==> config.mk <==
export PLATFORM = sky130hd
export DESIGN_NAME = midrange_threshold_binarizer
export DESIGN_NICKNAME = d
export VERILOG_FILES = /design/src/design/mtb_pkg.sv /design/src/design/mtb_cell.sv /design/src/design/mtb_range.sv /design/src/design/midrange_threshold_binarizer.sv
export SDC_FILE = /design/constraint.sdc
export NUM_CORES = 1
export LEC_CHECK = 0
export ABC_AREA = 1
export BUFFER_PORTS_ARGS = -buffer_cell sky130_fd_sc_hd__buf_4
export CORE_MARGIN = 2
export CORE_UTILIZATION = 29
export CTS_CLUSTER_SIZE = 40
export DETAILED_ROUTE_END_ITERATION = 8
export MAX_ROUTING_LAYER = met4
export SLEW_MARGIN = 20
export SYNTH_ARGS = -nofsm -noshare
export SYNTH_HDL_FRONTEND = slang
export SYNTH_SLANG_ARGS = --single-unit
export TNS_END_PERCENT = 10
==> constraint.sdc <==
create_clock -name i_clk -period 8 [get_ports i_clk]
set_clock_uncertainty 0.1 [all_clocks]
set_input_delay 2 -clock i_clk [delete_from_list [all_inputs] [get_ports i_clk]]
set_output_delay 2 -clock i_clk [all_outputs]
set_load 0.02 [all_outputs]
==> src/design/mtb_pkg.sv <==
`default_nettype none
package mtb_pkg;

    typedef enum logic {
        ST_LOAD,
        ST_EMIT
    } t_state;

endpackage
`default_nettype wire

==> src/design/mtb_cell.sv <==
`default_nettype none
module mtb_cell
    import mtb_pkg::*;
#(
    parameter int W = 8
) (
    input  wire logic         i_clk,
    input  wire logic         i_shift,
    input  wire logic [W-1:0] i_data,
    output logic      [W-1:0] o_data
);

    logic [W-1:0] r_data;

    always_ff @(posedge i_clk) begin
        if (i_shift) begin
            r_data <= i_data;
        end
    end

    assign o_data = r_data;

endmodule
`default_nettype wire

==> src/design/mtb_range.sv <==
`default_nettype none
module mtb_range
    import mtb_pkg::*;
#(
    parameter int W = 8
) (
    input  wire logic         i_clk,
    input  wire logic         i_rst_n,
    input  wire logic         i_load,
    input  wire logic         i_first,
    input  wire logic [W-1:0] i_pixel,
    output logic      [W-1:0] o_min,
    output logic      [W-1:0] o_max
);

    logic [W-1:0] r_min;
    logic [W-1:0] r_max;
    logic [W-1:0] n_min;
    logic [W-1:0] n_max;

    always_comb begin
        n_min = r_min;
        n_max = r_max;
        if (i_load) begin
            if (i_first) begin
                n_min = i_pixel;
                n_max = i_pixel;
            end else begin
                if (i_pixel < r_min) begin
                    n_min = i_pixel;
                end
                if (i_pixel > r_max) begin
                    n_max = i_pixel;
                end
            end
        end
    end

    always_ff @(posedge i_clk) begin
        if (!i_rst_n) begin
            r_min <= '1;
            r_max <= '0;
        end else begin
            r_min <= n_min;
            r_max <= n_max;
        end
    end

    assign o_min = r_min;
    assign o_max = r_max;

endmodule
`default_nettype wire

==> src/design/midrange_threshold_binarizer.sv <==
// Midrange threshold binarizer.
// Input channel: i_valid / o_ready carry one grey pixel (i_pixel_value) per
// request, in raster order, ROWS*COLS requests per frame.
// Output channel: o_valid / i_ready carry one binary pixel per request with
// its raster index (o_pixel_index, low 6 bits) and o_last_pixel on the final
// pixel of the frame.
// Pixels shift into a row of ROWS*COLS cells while darkest and brightest
// values are tracked. After the last pixel the cells shift out from the tail
// and each pixel is compared: 2*pixel >= darkest + brightest.
// Pixels are loaded and emitted in separate phases: a new frame is not
// accepted until every pixel of the previous frame has been shifted out.
// Once the last input pixel is accepted, the first result is registered.
// o_ready is low while a frame is being emitted. A stalled receiver holds
// the output register and the cell row; nothing is dropped.
// Reset: empty frame, darkest = all ones, brightest = 0, no output pending.
`default_nettype none
module midrange_threshold_binarizer
    import mtb_pkg::*;
#(
    parameter int ROWS       = 8,
    parameter int COLS       = 8,
    parameter int PIXEL_BITS = 8
) (
    input  wire logic       i_clk,
    input  wire logic       i_rst_n,
    input  wire logic       i_valid,
    output logic            o_ready,
    input  wire logic [7:0] i_pixel_value,
    output logic            o_valid,
    input  wire logic       i_ready,
    output logic            o_binary_pixel,
    output logic      [5:0] o_pixel_index,
    output logic            o_last_pixel
);

    localparam int FRAME_PIXELS = ROWS * COLS;
    localparam int CNT_W        = (FRAME_PIXELS > 1) ? $clog2(FRAME_PIXELS) : 1;

    t_state                r_state;
    t_state                n_state;
    logic [CNT_W-1:0]      r_cnt;
    logic [CNT_W-1:0]      n_cnt;
    logic [5:0]            r_idx;
    logic [5:0]            n_idx;
    logic                  r_out_valid;
    logic                  n_out_valid;
    logic                  r_out_bin;
    logic [5:0]            r_out_idx;
    logic                  r_out_last;

    logic                  w_in_acc;
    logic                  w_emit;
    logic                  w_shift;
    logic                  w_cnt_last;
    logic                  w_bin;
    logic [PIXEL_BITS-1:0] w_pix;
    logic [PIXEL_BITS-1:0] w_head;
    logic [PIXEL_BITS-1:0] w_min;
    logic [PIXEL_BITS-1:0] w_max;
    logic [PIXEL_BITS:0]   w_sum;
    logic [PIXEL_BITS:0]   w_twice;
    logic [PIXEL_BITS-1:0] w_chain [FRAME_PIXELS+1];

    assign w_pix      = PIXEL_BITS'(i_pixel_value);
    assign o_ready    = (r_state == ST_LOAD);
    assign w_in_acc   = i_valid && o_ready;
    assign w_emit     = (r_state == ST_EMIT) && (!r_out_valid || i_ready);
    assign w_shift    = w_in_acc || w_emit;
    assign w_cnt_last = (r_cnt == CNT_W'(FRAME_PIXELS - 1));

    // cell row: new pixels enter at the head, the oldest leaves at the tail
    assign w_head     = (r_state == ST_LOAD) ? w_pix : w_chain[FRAME_PIXELS];
    assign w_chain[0] = w_head;

    genvar gi;
    generate
        for (gi = 0; gi < FRAME_PIXELS; gi++) begin : g_cell
            mtb_cell #(
                .W(PIXEL_BITS)
            ) u_cell (
                .i_clk  (i_clk),
                .i_shift(w_shift),
                .i_data (w_chain[gi]),
                .o_data (w_chain[gi+1])
            );
        end
    endgenerate

    mtb_range #(
        .W(PIXEL_BITS)
    ) u_range (
        .i_clk  (i_clk),
        .i_rst_n(i_rst_n),
        .i_load (w_in_acc),
        .i_first(r_cnt == '0),
        .i_pixel(w_pix),
        .o_min  (w_min),
        .o_max  (w_max)
    );

    assign w_sum   = {1'b0, w_min} + {1'b0, w_max};
    assign w_twice = {w_chain[FRAME_PIXELS], 1'b0};
    assign w_bin   = (w_twice >= w_sum);

    always_comb begin
        n_state     = r_state;
        n_cnt       = r_cnt;
        n_idx       = r_idx;
        n_out_valid = (r_out_valid && !i_ready) || w_emit;
        unique case (r_state)
            ST_LOAD: begin
                if (w_in_acc) begin
                    if (w_cnt_last) begin
                        n_cnt   = '0;
                        n_state = ST_EMIT;
                    end else begin
                        n_cnt = r_cnt + 1'b1;
                    end
                end
            end
            ST_EMIT: begin
                if (w_emit) begin
                    if (w_cnt_last) begin
                        n_cnt   = '0;
                        n_idx   = '0;
                        n_state = ST_LOAD;
                    end else begin
                        n_cnt = r_cnt + 1'b1;
                        n_idx = r_idx + 1'b1;
                    end
                end
            end
            default: begin
                n_state = ST_LOAD;
            end
        endcase
    end

    always_ff @(posedge i_clk) begin
        if (!i_rst_n) begin
            r_state     <= ST_LOAD;
            r_cnt       <= '0;
            r_idx       <= '0;
            r_out_valid <= 1'b0;
        end else begin
            r_state     <= n_state;
            r_cnt       <= n_cnt;
            r_idx       <= n_idx;
            r_out_valid <= n_out_valid;
        end
    end

    always_ff @(posedge i_clk) begin
        if (w_emit) begin
            r_out_bin  <= w_bin;
            r_out_idx  <= r_idx;
            r_out_last <= w_cnt_last;
        end
    end

    assign o_valid        = r_out_valid;
    assign o_binary_pixel = r_out_bin;
    assign o_pixel_index  = r_out_idx;
    assign o_last_pixel   = r_out_last;

    a_cnt_range: assert property (@(posedge i_clk) disable iff (!i_rst_n)
        r_cnt <= CNT_W'(FRAME_PIXELS - 1))
        else $error("pixel counter out of range");

    a_last_index: assert property (@(posedge i_clk) disable iff (!i_rst_n)
        o_valid && o_last_pixel |-> o_pixel_index == 6'(FRAME_PIXELS - 1))
        else $error("last flag on wrong index");

    a_frame_end: assert property (@(posedge i_clk) disable iff (!i_rst_n)
        w_in_acc && w_cnt_last |=> !o_ready && r_cnt == '0)
        else $error("frame end did not start output run");

    a_run_end: assert property (@(posedge i_clk) disable iff (!i_rst_n)
        w_emit && w_cnt_last |=> o_ready && o_valid && o_last_pixel)
        else $error("output run did not end cleanly");

endmodule
`default_nettype wire
==> impl_metrics.ini, run 1 <==
[die]
die-height_um = 252.9
ios = 22
start_util_pct = 29.21
core_um2 = 61480
die_x_um = 252.9
die_area_um2 = 63940
rows = 91

[layout]
antenna_cells = 0
syn2layout_area_growth_pct = 15.53
mostFrequentLayoutCells = edfxtp_1 (520), nand2_1 (68), clkbuf_16 (53)
final_layout_size_suffix_gt1_share_pct = 12.43
final_common_cell = edfxtp_1
final_nets = 964

[critical_path]
cp.arrival_ns = 4.04
path_class = in -> reg
worstSetupEndpointType = flop
start_kind = input port
required_ns = 8.11
cp_max_fo = 216

[yosys]
synth_nets = 891
ys.warnings.count = 0
synth_ff_type = edfxtp_1
seq_area_frac_synth_pct = 90.28
async_flop_share_pct = 0
syn_avg_cell_area_um2 = 21.28
yosysTopAreaCell = edfxtp_1
ys_ff_latch = 550
synth_cells = 844
netlist_top_cells_area = edfxtp_1 (87%), dfxtp_1 (3.3%), ha_1 (2.4%)
synth_edf_count = 520
synth_cell_types = 41
synth_top_cell_area_share_pct = 86.94
synth_area_um2 = 17960

[drt]
viasPerCell = 4.058
via_count = 7089
wl_mm = 23.38
remaining_drc_errors = 0
drtIter0Drc = 625
first_pass_iters = 4
routedWlPerCell_um = 13.38
ant_nets = 0

[flow_run]
drv_cap = 0

[clock_tree]
cts_buffers = 53
cts_tree = built
clock_tree.root_cell = clkbuf_16
cts_resized = 0
clk_latency_ns = 0.59
cts.sink_count = 550
clockBufferDepth = 3
clk_pin_slew_ns = 0.06
postCtsSetupBuffers = 0
htreeDepth = 2
postCtsHoldBufs = 0

[power_and_ir_drop]
p_per_area_nw_per_um2 = 290.7
p_total_mw = 6.033
peakVddDrop_v = 0.0001556
p_leak_nw = 6.874

[global_route]
grt_pass1_vias = 6936
grt_util_all_layers_pct = 7.568
grt-ovfl-total = 0
antenna_found_initial = 0
grt_max_degree = 217
grt_pass1_wl_mm = 37.76

[sta]
worstMarginPinSlew_ns = 0.9311
min_period_ns = 3.928
relSlewSlack_pct = 37.93
timing.final.crit_share_pct = 49.10
rsz0062_at_grt = no
finalSetupViolCount = 0
tns_ns = 0
max_freq_mhz = 254.6
hold_violations = 0
drv_slew = 0

[placed_design]
gp_congestion = 0.7640
dp_hpwl_mm = 11.44
portBuffers = 21

[worst_hold_path]
worstHoldPathType = reg -> reg

[status]
status = finished, final reports clean
-- flip-flops by register name (all words and copies together) (netlist names) --
name and cells:
o_valid 1, o_last_pixel 1, r_state 1, r_cnt 6, r_idx 6, o_pixel_index 6
g_cell.u_cell.o_data 512, u_range.o_max 8, u_range.o_min 8, o_binary_pixel 1
-- per-stage QoR --
step	instances	util [%]	worst slack (ns)	instance area [um2]	hold WS, ns
4_1_cts	1746	33.71	3.915	20720	0.3099
2_1_floorplan	844	-	1.723	17960	0.3003
3_5_place_dp	1651	31.07	3.264	19100	0.3045
3_3_place_gp	1651	31.07	3.301	19100	0.3012
6_report	1747	33.75	4.072	20750	0.3076
5_1_grt	1747	33.75	3.917	20750	0.3166
-- worst paths after layout --
check | from | to | slack [ns] | cells past startpoint
max | i_ready | g_cell[33].u_cell.o_data[0] | 4.07 | 8
min | g_cell[49].u_cell.o_data[2] | g_cell[50].u_cell.o_data[2] | 0.31 | 0
max reg2reg | r_state | g_cell[33].u_cell.o_data[0] | 4.82 | 5
min reg2reg | g_cell[49].u_cell.o_data[2] | g_cell[50].u_cell.o_data[2] | 0.31 | 0
-- final cells by class --
cell class,count,area (um2)
fillers,5720,40730
flip-flops and latches,550,16220
multi-input cells,237,1485
clock buffers,68,1393
well taps,790,988.4
clock inverters,27,230.2
repair buffers,25,220.2
inverters,50,219.0
-- metal layers --
| metal | vias up | global-route usage, % | part of all wire, % |
|---|---|---|---|
| met5 | - | - | 0 |
| met2 | 112 | 9.655 | 40 |
| li1 | 3347 | - | - |
| met4 | 0 | 2.908 | 2.5 |
| met3 | 60 | 2.056 | 5.2 |
| met1 | 3570 | 11.28 | 52 |
-- cells by family after synthesis --
group / count (synthesis) / synth area share (%)
XOR/XNOR: 8 / 0.3901
adder cells (fa/ha/maj): 35 / 2.480
AND/OR/NAND/NOR: 136 / 3.650
buffers and inverters: 57 / 1.449
AO/OA/AOI/OAI: 58 / 1.749
flip-flops: 550 / 90.28
-- critical path, stage by stage --
cell and delay (ns):
buf_4 0.08, inv_1 0.03, nand2_1 0.11, nand2_4 0.09, inv_6 0.19, nor2_8 0.08, inv_16 0.51, buf_12 0.60
-- report_power, final --
group	total [mW]	switching, mW	internal [mW]
logic	0.205	0.138	0.0673
clock network	2.34	1.01	1.33
registers	3.49	0.0684	3.42
-- synth_stat cells (2+ instances only) --
| cell | n |
|---|---|
| ha_1 | 34 |
| inv_4 | 2 |
| buf_2 | 2 |
| nand4_1 | 2 |
| nand3_2 | 2 |
| edfxtp_1 | 520 |
| xnor2_1 | 2 |
| buf_6 | 3 |
| o21ai_0 | 15 |
| a21oi_1 | 33 |
| dfxtp_1 | 30 |
| nand3_1 | 29 |
| xor2_1 | 6 |
| a21o_1 | 2 |
| nor3_1 | 3 |
| inv_1 | 44 |
| nor2_1 | 19 |
| nand2_2 | 3 |
| inv_2 | 2 |
| nand2_4 | 3 |
| nand2_1 | 68 |
Note: power is estimated with default switching activity, not from simulation.
==> run 2: changes to the inputs <==
==> constraint.sdc (replaced) <==
create_clock -name i_clk -period 3.4 [get_ports i_clk]
set_clock_uncertainty 0.1 [all_clocks]
set_input_delay 0.85 -clock i_clk [delete_from_list [all_inputs] [get_ports i_clk]]
set_output_delay 0.85 -clock i_clk [all_outputs]
set_load 0.02 [all_outputs]
==> run 2 against run 1 <==
  * Sequential power grew 140%
  * Wire length shrank 1.1%
  * Worst setup slack lost 3.3 ns
  * Via count shrank 0.41%
  * Sequential cell count is the same
  * Worst hold slack gained 0.0015 ns
  * Cell count is essentially flat
  * Core utilization is essentially flat
  * Count of clock-buffer cells in the layout shrank 1
  * Final area is essentially flat
  * Critical path type is now reg -> reg
  * Critical endpoint is now o_binary_pixel
==> impl_metrics.ini, run 2 (synthesis gave the netlist of run 1 again) <==
[critical_path]
crit_chain = ha_1 > inv_1 > fa_1 > o21ai_2 > a21oi_1 > o21ai_0 > xor2_1 > ha_1 > a21oi_1 > o21ai_0 > nand3_1 > nand2_1
cp.arrival_ns = 2.87
reg2reg_depth = 12
cp_max_fo = 3
path_class = reg -> reg
cp_top_family = adder cells
cp_slowest_cell = fa_1
crit_cells = 12
start_kind = flop
r2r_start = u_range.o_min[0]
r2r-end = o_binary_pixel
max_stage_delay_ns = 0.42
worstSetupEndpointType = flop
r2r_slack_ns = 0.74
required_ns = 3.61
cp_num_buf_inv = 1

[clock_tree]
clockBufferDepth = 3
clk_latency_ns = 0.56
clock_tree.root_cell = clkbuf_16
htreeDepth = 2
cts.sink_count = 550
cts_resized = 0
cts_buffers = 52
cts_tree = built
postCtsHoldBufs = 0
postCtsSetupBuffers = 0
clk_pin_slew_ns = 0.06

[sta]
rsz0062_at_grt = no
worstMarginPinSlew_ns = 0.5343
drv_slew = 0
tns_ns = 0
finalSetupViolCount = 0
hold_violations = 0
timing.final.crit_share_pct = 78.31
fin_ws_ns = 0.7374
max_freq_mhz = 375.6
relSlewSlack_pct = 64.38
min_period_ns = 2.663

[die]
die-height_um = 252.9
die_x_um = 252.9
start_util_pct = 29.21
ios = 22
core_um2 = 61480
die_area_um2 = 63940
rows = 91

[drt]
via_count = 7060
wl_mm = 23.12
viasPerCell = 4.039
routedWlPerCell_um = 13.23
first_pass_iters = 4
drtIter0Drc = 584
ant_nets = 0
remaining_drc_errors = 0

[placed_design]
dp_hpwl_mm = 11.96
gp_congestion = 0.7794
place_ws_ns = 0.7211
portBuffers = 21

[global_route]
grt_pass1_vias = 6857
grt_max_degree = 105
grt_pass1_wl_mm = 36.96
grt-ovfl-total = 0
grt_use_met3_pct = 1.655
grtUsageMet2_pct = 9.568
use_met1_pct = 11.24
grt_util_all_layers_pct = 7.379
antenna_found_initial = 0
grt_busiest_layer = met1

[power_and_ir_drop]
clkPwrFrac_pct = 38.0
pwr-share-comb_pct = 3.4
power_switching_share_pct = 19.48
p_total_mw = 14.01
p_per_area_nw_per_um2 = 674.7
p_switching_mw = 2.730
p_leak_nw = 6.877
p_int_mw = 11.28
seqPwrFrac_pct = 58.6
peakVddDrop_v = 0.0003923

[worst_hold_path]
worstHoldPathType = reg -> reg
hold_path_end = g_cell[59].u_cell.o_data[0]
hold_depth = 0
min_from = g_cell[58].u_cell.o_data[0]

[flow_run]
drv_cap = 0

[layout]
mostFrequentLayoutCells = edfxtp_1 (520), nand2_1 (68), clkbuf_16 (53)
final_common_cell = edfxtp_1
final_nets = 967
final_layout_size_suffix_gt1_share_pct = 12.00
fillCellCount = 5717
syn2layout_area_growth_pct = 15.64
antenna_cells = 0
largest_register_ffs = 512

[status]
status = finished, final reports clean
[run 2: cell types whose count changed in the layout (fill, tap and decap cells not counted)]
cell and delta:
buf_12 +4, buf_16 -1, buf_4 +1, clkbuf_8 -1, clkinv_1 +5, clkinv_16 +1
clkinv_2 -4, clkinv_4 -1, clkinvlp_4 -1, inv_16 -2
[run 2: cell type report]
| cell class | count | area (um2) | area share [%] |
|---|---|---|---|
| Clock buffer | 67 | 1379 | 6.639 |
| Clock inverter | 25 | 192.7 | 0.9277 |
| Inverter | 50 | 229.0 | 1.102 |
| Multi-Input combinational cell | 237 | 1485 | 7.151 |
| Sequential cell | 550 | 16220 | 78.07 |
| Tap cell | 790 | 988.4 | 4.759 |
| Timing Repair Buffer | 29 | 280.3 | 1.349 |
[run 2: routing by layer]
layer,routed length (um),up-vias
met5,0,-
met4,540,0
met3,841,48
met2,9584,92
li1,-,3358
met1,12160,3562
[run 2: worst register-to-register path, delay by kind of cell (launching register included)]
kind,cells,cell delay (ns)
fa+ha+maj,3,0.87
xor+xnor,1,0.17
compound gates,5,0.72
buf+inv,1,0.06
simple gates,2,0.14
flops,1,0.36
[run 2: worst max-delay path by stage]
stage / start / end
2_1_floorplan: i_ready / r_cnt[4]
3_3_place_gp: u_range.o_max[0] / o_binary_pixel
3_5_place_dp: u_range.o_min[0] / o_binary_pixel
4_1_cts: u_range.o_min[0] / o_binary_pixel
5_1_grt: u_range.o_min[0] / o_binary_pixel
6_report: u_range.o_min[0] / o_binary_pixel
[run 2: power by group through the flow]
| stage | Combinational, mW | Sequential, mW | Clock (mW) |
|---|---|---|---|
| 6_report | 0.483 | 8.21 | 5.32 |
| 3_5_place_dp | 0.492 | 8.34 | 0 |
| 4_1_cts | 0.492 | 8.22 | 5.54 |
| 3_3_place_gp | 0.482 | 8.33 | 0 |
| 2_1_floorplan | 0.365 | 8.27 | 0 |
| 5_1_grt | 0.557 | 8.26 | 5.80 |
[run 2: through the flow]
stage | std cells | utilization, % | instance area (um2) | hold WS [ns]
5_1_grt | 1748 | 33.78 | 20770 | 0.3144
3_5_place_dp | 1656 | 31.23 | 19200 | 0.3045
4_1_cts | 1748 | 33.78 | 20770 | 0.3045
3_3_place_gp | 1656 | 31.23 | 19200 | 0.3010
6_report | 1748 | 33.78 | 20770 | 0.3092
2_1_floorplan | 844 | - | 17970 | 0.3003
